### config.mk
export PLATFORM = sky130hd
export DESIGN_NAME = post_order_key_reorder_top
export DESIGN_NICKNAME = d
export VERILOG_FILES = /design/src/rtl/core/pokr_pkg.sv /design/src/rtl/core/pokr_ctrl.sv /design/src/rtl/core/pokr_dp.sv /design/src/rtl/core/post_order_key_reorder_top.sv
export SDC_FILE = /design/constraint.sdc
export NUM_CORES = 2
export LEC_CHECK = 0
export BUFFER_PORTS_ARGS = -buffer_cell sky130_fd_sc_hd__clkbuf_2
export CORE_MARGIN = 2
export CORE_UTILIZATION = 50
export CTS_CLUSTER_DIAMETER = 100
export DETAILED_ROUTE_END_ITERATION = 10
export GPL_TIMING_DRIVEN = 0
export PLACE_DENSITY = 0.65
export RECOVER_POWER = 100
export SYNTH_ARGS = -nofsm -noshare
export SYNTH_HDL_FRONTEND = slang
export SYNTH_SLANG_ARGS = --single-unit
export TNS_END_PERCENT = 100
### constraint.sdc
create_clock -name clock -period 29.4 [get_ports clock]
set_input_delay 1.47 -clock clock [delete_from_list [all_inputs] [get_ports clock]]
set_output_delay 1.47 -clock clock [all_outputs]
set_load 0.01 [all_outputs]
### src/rtl/core/pokr_pkg.sv
// Package for the post-order key reorder block: field widths, controller
// states and the command/status bundles between controller and datapath.
// No dependencies.
`timescale 1ns / 1ps

package pokr_pkg;

   localparam int KEY_WIDTH        = 16;
   localparam int VALUE_PORT_WIDTH = 32;

   typedef enum logic [2:0] {
      ST_LOAD,
      ST_FETCH,
      ST_DECIDE,
      ST_FILL,
      ST_EMIT
   } pokr_state_type;

   typedef struct packed {
      logic load;   // input transaction accepted this cycle
      logic fetch;  // start the reorder pass
      logic step;   // one pop, push or copy step
      logic fill;   // move one stack entry to the front
      logic emit;   // read one sorted entry out
   } pokr_cmd_type;

   typedef struct packed {
      logic pop;        // next key below stack top
      logic push_ok;    // stack has room
      logic rd_zero;    // read pointer at the front
      logic fill_last;  // last stack entry being moved
      logic emit_last;  // last entry being read out
   } pokr_status_type;

endpackage

### src/rtl/core/pokr_ctrl.sv
// Controller for the post-order key reorder block: sequences load, reorder,
// stack fill and emit phases. Depends on pokr_pkg.
`timescale 1ns / 1ps

module pokr_ctrl (
   input  logic                     clock,
   input  logic                     reset,
   input  logic                     start,
   input  logic                     req_is_last,
   input  pokr_pkg::pokr_status_type status,
   output pokr_pkg::pokr_cmd_type    cmd,
   output logic                     busy
);
   import pokr_pkg::*;

   pokr_state_type state_ff;
   pokr_state_type state_in;

   always_ff @(posedge clock) begin
      if (reset) begin
         state_ff <= ST_LOAD;
      end else begin
         state_ff <= state_in;
      end
   end

   always_comb begin
      state_in = state_ff;
      unique case (state_ff)
         ST_LOAD: begin
            if (start && req_is_last) state_in = ST_FETCH;
         end
         ST_FETCH: begin
            state_in = ST_DECIDE;
         end
         ST_DECIDE: begin
            // a pop keeps the current item; otherwise the item is consumed
            if (!status.pop && status.rd_zero) state_in = ST_FILL;
         end
         ST_FILL: begin
            if (status.fill_last) state_in = ST_EMIT;
         end
         ST_EMIT: begin
            if (status.emit_last) state_in = ST_LOAD;
         end
         default: begin
            state_in = ST_LOAD;
         end
      endcase
   end

   always_comb begin
      cmd  = '0;
      busy = 1'b1;
      unique case (state_ff)
         ST_LOAD: begin
            busy     = 1'b0;
            cmd.load = start;
         end
         ST_FETCH:  cmd.fetch = 1'b1;
         ST_DECIDE: cmd.step  = 1'b1;
         ST_FILL:   cmd.fill  = 1'b1;
         ST_EMIT:   cmd.emit  = 1'b1;
         default: begin
            busy = 1'b1;
         end
      endcase
   end

endmodule

### src/rtl/core/pokr_dp.sv
// Datapath for the post-order key reorder block: item memory, bounded stack,
// pointers and the registered result stage. Depends on pokr_pkg.
`timescale 1ns / 1ps

module pokr_dp #(
   parameter int MAX_ITEMS   = 64,
   parameter int STACK_DEPTH = 16,
   parameter int VALUE_WIDTH = 32
) (
   input  logic                                     clock,
   input  logic                                     reset,
   input  pokr_pkg::pokr_cmd_type                   cmd,
   output pokr_pkg::pokr_status_type                status,
   input  logic [pokr_pkg::KEY_WIDTH-1:0]           req_item_key,
   input  logic [pokr_pkg::VALUE_PORT_WIDTH-1:0]    req_item_value,
   output logic                                     rsp_valid,
   output logic [pokr_pkg::KEY_WIDTH-1:0]           rsp_out_key,
   output logic [pokr_pkg::VALUE_PORT_WIDTH-1:0]    rsp_out_value,
   output logic                                     rsp_out_last,
   output logic                                     rsp_items_dropped
);
   import pokr_pkg::*;

   localparam int VW = (VALUE_WIDTH < VALUE_PORT_WIDTH) ? VALUE_WIDTH : VALUE_PORT_WIDTH;
   localparam int EW = KEY_WIDTH + VW;
   localparam int CW = $clog2(MAX_ITEMS + 1);
   localparam int AW = $clog2(MAX_ITEMS);
   localparam int DW = $clog2(STACK_DEPTH + 1);
   localparam int SW = (STACK_DEPTH > 1) ? $clog2(STACK_DEPTH) : 1;

   logic [EW-1:0] item_mem [MAX_ITEMS];
   logic [EW-1:0] stack_ff [STACK_DEPTH];

   logic [EW-1:0] mem_rd_ff;
   logic [CW-1:0] count_ff,   count_in;
   logic          ovf_ff,     ovf_in;
   logic [AW-1:0] rd_ff,      rd_in;
   logic [AW-1:0] wr_ff,      wr_in;
   logic [DW-1:0] depth_ff,   depth_in;
   logic [DW-1:0] fill_ff,    fill_in;
   logic [AW-1:0] emit_ff,    emit_in;
   logic          valid_ff,   valid_in;
   logic          last_ff,    last_in;
   logic          dropped_ff, dropped_in;

   logic          mem_we;
   logic [AW-1:0] mem_waddr;
   logic [EW-1:0] mem_wdata;
   logic          mem_re;
   logic [AW-1:0] mem_raddr;
   logic          stack_we;
   logic [EW-1:0] top_entry;
   logic [KEY_WIDTH-1:0] cur_key;
   logic [KEY_WIDTH-1:0] top_key;

   always_comb begin
      top_entry = stack_ff[SW'(depth_ff - DW'(1))];
      cur_key   = mem_rd_ff[EW-1 -: KEY_WIDTH];
      top_key   = top_entry[EW-1 -: KEY_WIDTH];

      status.pop       = (depth_ff != '0) && (cur_key < top_key);
      status.push_ok   = depth_ff < DW'(STACK_DEPTH);
      status.rd_zero   = rd_ff == '0;
      status.fill_last = fill_ff == (depth_ff - DW'(1));
      status.emit_last = CW'(emit_ff) == (count_ff - CW'(1));

      mem_we     = 1'b0;
      mem_waddr  = wr_ff;
      mem_wdata  = mem_rd_ff;
      mem_re     = 1'b0;
      mem_raddr  = rd_ff - AW'(1);
      stack_we   = 1'b0;
      count_in   = count_ff;
      ovf_in     = ovf_ff;
      rd_in      = rd_ff;
      wr_in      = wr_ff;
      depth_in   = depth_ff;
      fill_in    = fill_ff;
      emit_in    = emit_ff;
      valid_in   = 1'b0;
      last_in    = last_ff;
      dropped_in = dropped_ff;

      if (cmd.load) begin
         if (count_ff < CW'(MAX_ITEMS)) begin
            mem_we    = 1'b1;
            mem_waddr = AW'(count_ff);
            mem_wdata = {req_item_key, VW'(req_item_value)};
            count_in  = count_ff + CW'(1);
         end else begin
            ovf_in = 1'b1;
         end
      end

      if (cmd.fetch) begin
         mem_re    = 1'b1;
         mem_raddr = AW'(count_ff - CW'(1));
         rd_in     = AW'(count_ff - CW'(1));
         wr_in     = AW'(count_ff - CW'(1));
         depth_in  = '0;
         fill_in   = '0;
         emit_in   = '0;
      end

      if (cmd.step) begin
         if (status.pop) begin
            // hold the current item, move the stack top to the write slot
            mem_we    = 1'b1;
            mem_wdata = top_entry;
            depth_in  = depth_ff - DW'(1);
            wr_in     = wr_ff - AW'(1);
         end else begin
            mem_re = !status.rd_zero;
            rd_in  = rd_ff - AW'(1);
            if (status.push_ok) begin
               stack_we = 1'b1;
               depth_in = depth_ff + DW'(1);
            end else begin
               mem_we = 1'b1;
               wr_in  = wr_ff - AW'(1);
            end
         end
      end

      if (cmd.fill) begin
         mem_we    = 1'b1;
         mem_waddr = AW'(fill_ff);
         mem_wdata = stack_ff[SW'(fill_ff)];
         fill_in   = fill_ff + DW'(1);
      end

      if (cmd.emit) begin
         mem_re     = 1'b1;
         mem_raddr  = emit_ff;
         emit_in    = emit_ff + AW'(1);
         valid_in   = 1'b1;
         last_in    = status.emit_last;
         dropped_in = ovf_ff;
         if (status.emit_last) begin
            count_in = '0;
            ovf_in   = 1'b0;
         end
      end
   end

   always_ff @(posedge clock) begin
      if (mem_we) item_mem[mem_waddr] <= mem_wdata;
      if (mem_re) mem_rd_ff <= item_mem[mem_raddr];
   end

   always_ff @(posedge clock) begin
      if (stack_we) stack_ff[SW'(depth_ff)] <= mem_rd_ff;
   end

   always_ff @(posedge clock) begin
      if (reset) begin
         count_ff <= '0;
         ovf_ff   <= 1'b0;
         valid_ff <= 1'b0;
      end else begin
         count_ff <= count_in;
         ovf_ff   <= ovf_in;
         valid_ff <= valid_in;
      end
   end

   always_ff @(posedge clock) begin
      rd_ff      <= rd_in;
      wr_ff      <= wr_in;
      depth_ff   <= depth_in;
      fill_ff    <= fill_in;
      emit_ff    <= emit_in;
      last_ff    <= last_in;
      dropped_ff <= dropped_in;
   end

   assign rsp_valid         = valid_ff;
   assign rsp_out_key       = mem_rd_ff[EW-1 -: KEY_WIDTH];
   assign rsp_out_value     = VALUE_PORT_WIDTH'(mem_rd_ff[VW-1:0]);
   assign rsp_out_last      = last_ff;
   assign rsp_items_dropped = dropped_ff;

endmodule

### src/rtl/core/post_order_key_reorder_top.sv
// Top level of the post-order key reorder block: joins controller and
// datapath. Depends on pokr_pkg, pokr_ctrl and pokr_dp.
//
// Usage: drive an item on req_item_key/req_item_value/req_is_last and pulse
// start; the transaction is taken at a clock edge where start is high and
// busy is low. Items of a run load at one per cycle with busy low. Up to
// MAX_ITEMS items are kept; later ones are dropped, and every result of that
// run then carries rsp_items_dropped. The item with req_is_last closes the
// run and raises busy.
// The run of N items is then sorted in the single item memory: a fetch
// step, then steps that each consume one of the N items or pop the stack,
// then one step per stack entry (at most STACK_DEPTH) to move the stack to
// the front. Results follow at one per cycle, each shown for one cycle with
// rsp_valid, the final one with rsp_out_last. The memory's single write and
// single registered read port set this pace.
// busy falls as the final result is read out, so a new run may load while
// it is shown. The receiver cannot stall the result transactions.
// Reset (synchronous, active high) empties the run and idles the block.
`timescale 1ns / 1ps

module post_order_key_reorder_top #(
   parameter int MAX_ITEMS   = 64,
   parameter int STACK_DEPTH = 16,
   parameter int VALUE_WIDTH = 32
) (
   input  logic                                  clock,
   input  logic                                  reset,
   input  logic                                  start,
   output logic                                  busy,
   input  logic [pokr_pkg::KEY_WIDTH-1:0]        req_item_key,
   input  logic [pokr_pkg::VALUE_PORT_WIDTH-1:0] req_item_value,
   input  logic                                  req_is_last,
   output logic                                  rsp_valid,
   output logic [pokr_pkg::KEY_WIDTH-1:0]        rsp_out_key,
   output logic [pokr_pkg::VALUE_PORT_WIDTH-1:0] rsp_out_value,
   output logic                                  rsp_out_last,
   output logic                                  rsp_items_dropped
);
   import pokr_pkg::*;

   pokr_cmd_type    cmd;
   pokr_status_type status;

   pokr_ctrl u_ctrl (
      .clock       (clock),
      .reset       (reset),
      .start       (start),
      .req_is_last (req_is_last),
      .status      (status),
      .cmd         (cmd),
      .busy        (busy)
   );

   pokr_dp #(
      .MAX_ITEMS   (MAX_ITEMS),
      .STACK_DEPTH (STACK_DEPTH),
      .VALUE_WIDTH (VALUE_WIDTH)
   ) u_dp (
      .clock             (clock),
      .reset             (reset),
      .cmd               (cmd),
      .status            (status),
      .req_item_key      (req_item_key),
      .req_item_value    (req_item_value),
      .rsp_valid         (rsp_valid),
      .rsp_out_key       (rsp_out_key),
      .rsp_out_value     (rsp_out_value),
      .rsp_out_last      (rsp_out_last),
      .rsp_items_dropped (rsp_items_dropped)
   );

   // results of a run come out back to back
   a_emit_contiguous: assert property (@(posedge clock) disable iff (reset)
      rsp_valid && !rsp_out_last |=> rsp_valid)
      else $error("result stream broke before the last transaction");

   // closing a run locks out new input
   a_last_sets_busy: assert property (@(posedge clock) disable iff (reset)
      start && !busy && req_is_last |=> busy)
      else $error("busy not raised after the closing transaction");

   // a result strobe only follows a read-out command
   a_valid_from_emit: assert property (@(posedge clock) disable iff (reset)
      rsp_valid |-> $past(cmd.emit))
      else $error("result strobe without a read-out");

   // only one phase command at a time
   a_cmd_onehot: assert property (@(posedge clock) disable iff (reset)
      $onehot0(cmd))
      else $error("overlapping datapath commands");

endmodule
==> impl_metrics.prom <==
# TYPE chip_impl_metric gauge
chip_impl_info{name="result_of_the_run",value="complete, but fails checks"} 1
chip_impl_info{name="violations_in_the_final_reports",value="capacitance limit, slew limit"} 1
chip_impl_metric{name="synth.cell_area",unit="sq um"} 159000
chip_impl_metric{name="yosysSeqAreaShare",unit="%"} 73.9
chip_impl_metric{name="global_route.overflow_total",unit=""} 0
chip_impl_metric{name="postSynthNetCount",unit=""} 9868
chip_impl_metric{name="io_pins",unit=""} 104
chip_impl_metric{name="fin_tns_setup",unit="ns"} 0
chip_impl_info{name="critical_path.top_delay_family",value="buffers and inverters"} 1
chip_impl_metric{name="post_synth_num_cell_types",unit=""} 78
chip_impl_metric{name="finalCriticalPeriod",unit="ns"} 14.84
chip_impl_metric{name="initial_core_util",unit="%"} 50.2
chip_impl_info{name="hp-class",value="register to register"} 1
chip_impl_metric{name="die-height",unit="microns"} 569
chip_impl_info{name="critical_path.endpoint_type",value="register"} 1
chip_impl_info{name="grt_setup_unrepaired",value="no"} 1
chip_impl_metric{name="cts.clk_slew.worst_paths",unit="ns"} 0.06
chip_impl_metric{name="cpPeakStageDelay",unit="ns"} 1.92
chip_impl_metric{name="r2r.worst_path.cells",unit=""} 25
chip_impl_metric{name="post_cts_hold_buffer_count",unit=""} 0
chip_impl_metric{name="die_area",unit="sq um"} 323000
chip_impl_metric{name="synth_area_per_cell",unit="sq um"} 16.3
chip_impl_metric{name="area_of_all_placed_cells_without_fillers",unit="sq um"} 180000
chip_impl_metric{name="number_of_enable_type_register_cells_in_the_synthesized_netlist",unit=""} 3901
chip_impl_info{name="clock_tree_from_tritoncts",value="built"} 1
chip_impl_metric{name="tightestPinTransition",unit="ns"} 3.03
chip_impl_info{name="clock_tree.root_cell",value="sky130_fd_sc_hd__clkbuf_16"} 1
chip_impl_info{name="synth-main-ff-cell",value="sky130_fd_sc_hd__edfxtp_1"} 1
chip_impl_metric{name="route.detailed.wl_per_inst",unit="microns"} 33.8
chip_impl_metric{name="report.final.setup_viol",unit=""} 0
chip_impl_info{name="critical-path-top-cell-by-count",value="sky130_fd_sc_hd__clkbuf_1"} 1
chip_impl_metric{name="grt_pass1_vias",unit=""} 96400
chip_impl_metric{name="power.ir.vdd_worst",unit="mV"} 0.0828
chip_impl_metric{name="grt_first_pass_wirelength",unit="mm"} 709
chip_impl_metric{name="cts_num_sinks",unit=""} 3934
chip_impl_metric{name="clk_latency",unit="ns"} 0.99
chip_impl_metric{name="design.final.nets",unit=""} 10700
chip_impl_metric{name="cts_setup_buffers",unit=""} 0
chip_impl_info{name="synth_common_cells",value="sky130_fd_sc_hd__edfxtp_1, sky130_fd_sc_hd__nand2_1, sky130_fd_sc_hd__a21oi_1, sky130_fd_sc_hd__mux2i_1, sky130_fd_sc_hd__mux4_2"} 1
chip_impl_metric{name="place_congestion",unit=""} 0.983
chip_impl_metric{name="worstPathArrival",unit="ns"} 15.41
chip_impl_info{name="timing.critical_path.from_type",value="register"} 1
chip_impl_metric{name="critPathBufInv",unit=""} 14
chip_impl_metric{name="cts_made_buffers",unit=""} 390
chip_impl_metric{name="htree_num_levels",unit=""} 5
chip_impl_info{name="post_synth_main_area_contributors",value="sky130_fd_sc_hd__edfxtp_1, sky130_fd_sc_hd__mux4_2, sky130_fd_sc_hd__mux2i_1, sky130_fd_sc_hd__nand2_1, sky130_fd_sc_hd__a21oi_1"} 1
chip_impl_metric{name="drc_errors",unit=""} 0
chip_impl_metric{name="final-max-slew-violation-count",unit=""} 3726
chip_impl_metric{name="drive_gt1_share",unit="%"} 12.1
chip_impl_metric{name="synth_top_area_share",unit="%"} 73.5
chip_impl_metric{name="fp.coreArea",unit="sq um"} 318000
chip_impl_metric{name="relSlewSlack",unit="%"} -103
chip_impl_metric{name="antenna_violations_before_repair",unit=""} 66
chip_impl_metric{name="p_per_area",unit="nW/um^2"} 119
chip_impl_metric{name="area_delta_synth_final",unit="%"} 12.6
chip_impl_metric{name="hold_path_depth",unit=""} 0
chip_impl_info{name="synth.most_common_cell",value="sky130_fd_sc_hd__edfxtp_1"} 1
chip_impl_metric{name="async_reset_ff_share",unit="%"} 0
chip_impl_metric{name="synth_warnings",unit=""} 0
chip_impl_info{name="setup.worst_path.class",value="register to register"} 1
chip_impl_metric{name="clock_tree_skew_after_final_layout",unit="ns"} 0.0532
chip_impl_metric{name="max-cap-violations",unit=""} 179
chip_impl_metric{name="worstSetupPathDepth",unit=""} 25
chip_impl_metric{name="number_of_standard_cell_rows_in_the_floorplan",unit=""} 207
chip_impl_metric{name="port-buffer-count",unit=""} 103
chip_impl_metric{name="dp_slack",unit="ns"} 19.03
chip_impl_metric{name="routed-via-count",unit=""} 99000
chip_impl_info{name="crit_path_top_delay_cell",value="sky130_fd_sc_hd__a311oi_1"} 1
chip_impl_metric{name="timing.fmax",unit="MHz"} 67.4
chip_impl_metric{name="hold_violations",unit=""} 0
chip_impl_metric{name="grt_start_max_net_pins",unit=""} 33
chip_impl_metric{name="worst-endpoint-required",unit="ns"} 29.97
chip_impl_metric{name="postPlaceCellArea",unit="sq um"} 172000
chip_impl_metric{name="routed_wl",unit="mm"} 512
chip_impl_metric{name="floorplan.die.width",unit="microns"} 569
chip_impl_metric{name="globalRouteTotalUtil",unit="%"} 31.1
chip_impl_info{name="yosysTopAreaCell",value="sky130_fd_sc_hd__edfxtp_1"} 1
chip_impl_metric{name="drt-vias-per-instance",unit=""} 6.53
chip_impl_metric{name="drtPass1Iterations",unit=""} 8
chip_impl_metric{name="postRouteAntennaNets",unit=""} 0
chip_impl_metric{name="initial_detailed_routing_violation_count",unit=""} 15000
chip_impl_metric{name="setup_ws",unit="ns"} 14.56
chip_impl_metric{name="post-route-period-util",unit="%"} 50.5
chip_impl_metric{name="leakagePower",unit="nW"} 58.1
chip_impl_metric{name="clockBufferDepth",unit=""} 4
chip_impl_metric{name="cts.repair.resized",unit=""} 0
chip_impl_metric{name="syn-instance-count",unit=""} 9790
chip_impl_metric{name="dp_hpwl",unit="mm"} 372
chip_impl_metric{name="critPathMaxFanout",unit=""} 23
chip_impl_metric{name="synth_seq_cells",unit=""} 3934
==> sequential cells by signal, indices dropped and copies added (netlist names), named ones only <==
| name | cells |
|---|---|
| u_dp.item_mem | 3072 |
| u_dp.stack_ff | 768 |
| u_dp.mem_rd_ff | 48 |
| u_dp.count_ff | 7 |
| u_dp.emit_ff | 6 |
| u_dp.rd_ff | 6 |
| u_dp.wr_ff | 6 |
| u_dp.depth_ff | 5 |
| u_dp.fill_ff | 5 |
| u_ctrl.state_ff | 3 |
| u_dp.ovf_ff | 1 |
| u_dp.rsp_items_dropped | 1 |
| u_dp.rsp_out_last | 1 |
| u_dp.rsp_valid | 1 |
==> cells by family after synthesis <==
| family | share of synthesized area [%] |
|---|---|
| muxes | 10.2 |
| DFF | 73.9 |
| adders and majority gates | 0.204 |
| buffers and inverters | 1.90 |
| xor gates and xnor gates | 0.176 |
| and+or+nand+nor | 5.28 |
| AOI/OAI and AO/OA | 8.37 |
==> placed cells by master, fill, tap and decap left out, types with 11 or more instances in the layout <==
| cell type | n |
|---|---|
| sky130_fd_sc_hd__clkbuf_2 | 68 |
| sky130_fd_sc_hd__a32oi_1 | 108 |
| sky130_fd_sc_hd__clkinv_2 | 70 |
| sky130_fd_sc_hd__clkbuf_16 | 399 |
| sky130_fd_sc_hd__mux2i_1 | 544 |
| sky130_fd_sc_hd__bufinv_16 | 44 |
| sky130_fd_sc_hd__buf_1 | 74 |
| sky130_fd_sc_hd__a211oi_2 | 15 |
| sky130_fd_sc_hd__buf_2 | 157 |
| sky130_fd_sc_hd__and3_1 | 105 |
| sky130_fd_sc_hd__nand2_1 | 1413 |
| sky130_fd_sc_hd__nor3_1 | 54 |
| sky130_fd_sc_hd__xnor2_1 | 21 |
| sky130_fd_sc_hd__clkinv_1 | 85 |
| sky130_fd_sc_hd__buf_4 | 11 |
| sky130_fd_sc_hd__nor2_1 | 230 |
| sky130_fd_sc_hd__mux4_2 | 480 |
| sky130_fd_sc_hd__xor2_1 | 11 |
| sky130_fd_sc_hd__clkinvlp_4 | 16 |
| sky130_fd_sc_hd__dfxtp_1 | 33 |
| sky130_fd_sc_hd__or4_1 | 92 |
| sky130_fd_sc_hd__ha_1 | 26 |
| sky130_fd_sc_hd__clkbuf_1 | 922 |
| sky130_fd_sc_hd__nand3_1 | 24 |
| sky130_fd_sc_hd__a31oi_1 | 98 |
| sky130_fd_sc_hd__and2_1 | 11 |
| sky130_fd_sc_hd__diode_2 | 27 |
| sky130_fd_sc_hd__a2111oi_0 | 84 |
| sky130_fd_sc_hd__a21boi_0 | 40 |
| sky130_fd_sc_hd__inv_1 | 32 |
| sky130_fd_sc_hd__o22ai_1 | 232 |
| sky130_fd_sc_hd__a211oi_1 | 283 |
| sky130_fd_sc_hd__a21oi_1 | 762 |
| sky130_fd_sc_hd__edfxtp_1 | 3901 |
| sky130_fd_sc_hd__a2111oi_1 | 14 |
| sky130_fd_sc_hd__a311oi_1 | 47 |
| sky130_fd_sc_hd__o21ai_0 | 22 |
| sky130_fd_sc_hd__a22oi_1 | 286 |
==> worst paths after layout <==
check / slack [ns] / from / to
worst max-delay path: 14.56 / u_dp.depth_ff[0] / u_dp.item_mem[38][38]
worst min-delay path: 0.42 / u_dp.ovf_ff / u_dp.rsp_items_dropped
worst max register to register: 14.56 / u_dp.depth_ff[0] / u_dp.item_mem[38][38]
worst min register to register: 0.42 / u_dp.ovf_ff / u_dp.rsp_items_dropped
==> final cells by class <==
| type | instances | area (sq um) |
|---|---|---|
| diodes | 27 | 67.6 |
| plain buffers | 707 | 2900 |
| clock buffers | 484 | 10400 |
| clock inverters | 231 | 2300 |
| fillers | 24200 | 138000 |
| inverters | 32 | 120 |
| multi-input cells | 5117 | 38800 |
| flip-flops and latches | 3934 | 118000 |
| well taps | 4180 | 5230 |
| repair buffers | 461 | 1940 |
==> through the flow <==
step	total power, mW	instances	utilization [%]	hold WS [ns]
4_1_cts	21.5	15100	58.3	0.417
3_5_place_dp	16.5	14400	54.3	0.425
3_3_place_gp	16.1	14100	52.0	0.429
5_1_grt	21.9	15100	56.5	0.436
2_1_floorplan	12.1	9790	-	0.409
6_report	21.4	15200	56.5	0.415
==> per-layer routing <==
metal | vias to the layer above | GRT usage (%) | part of all wire (%)
met1 | 50500 | 40.8 | 36
met2 | 6571 | 46.5 | 44
li1 | 40900 | - | -
met5 | - | 0 | 0.054
met3 | 1084 | 9.14 | 13
met4 | 38 | 17.5 | 6.4
==> where the power goes <==
part	total [mW]	leakage (nW)	switching, mW	internal (mW)
sequential	7.41	35.3	0.220	7.19
clock	5.00	6.19	2.12	2.89
combinational	8.94	16.6	6.67	2.28
total	21.4	58.1	9.01	12.3
(Power assumes the default switching activity.)
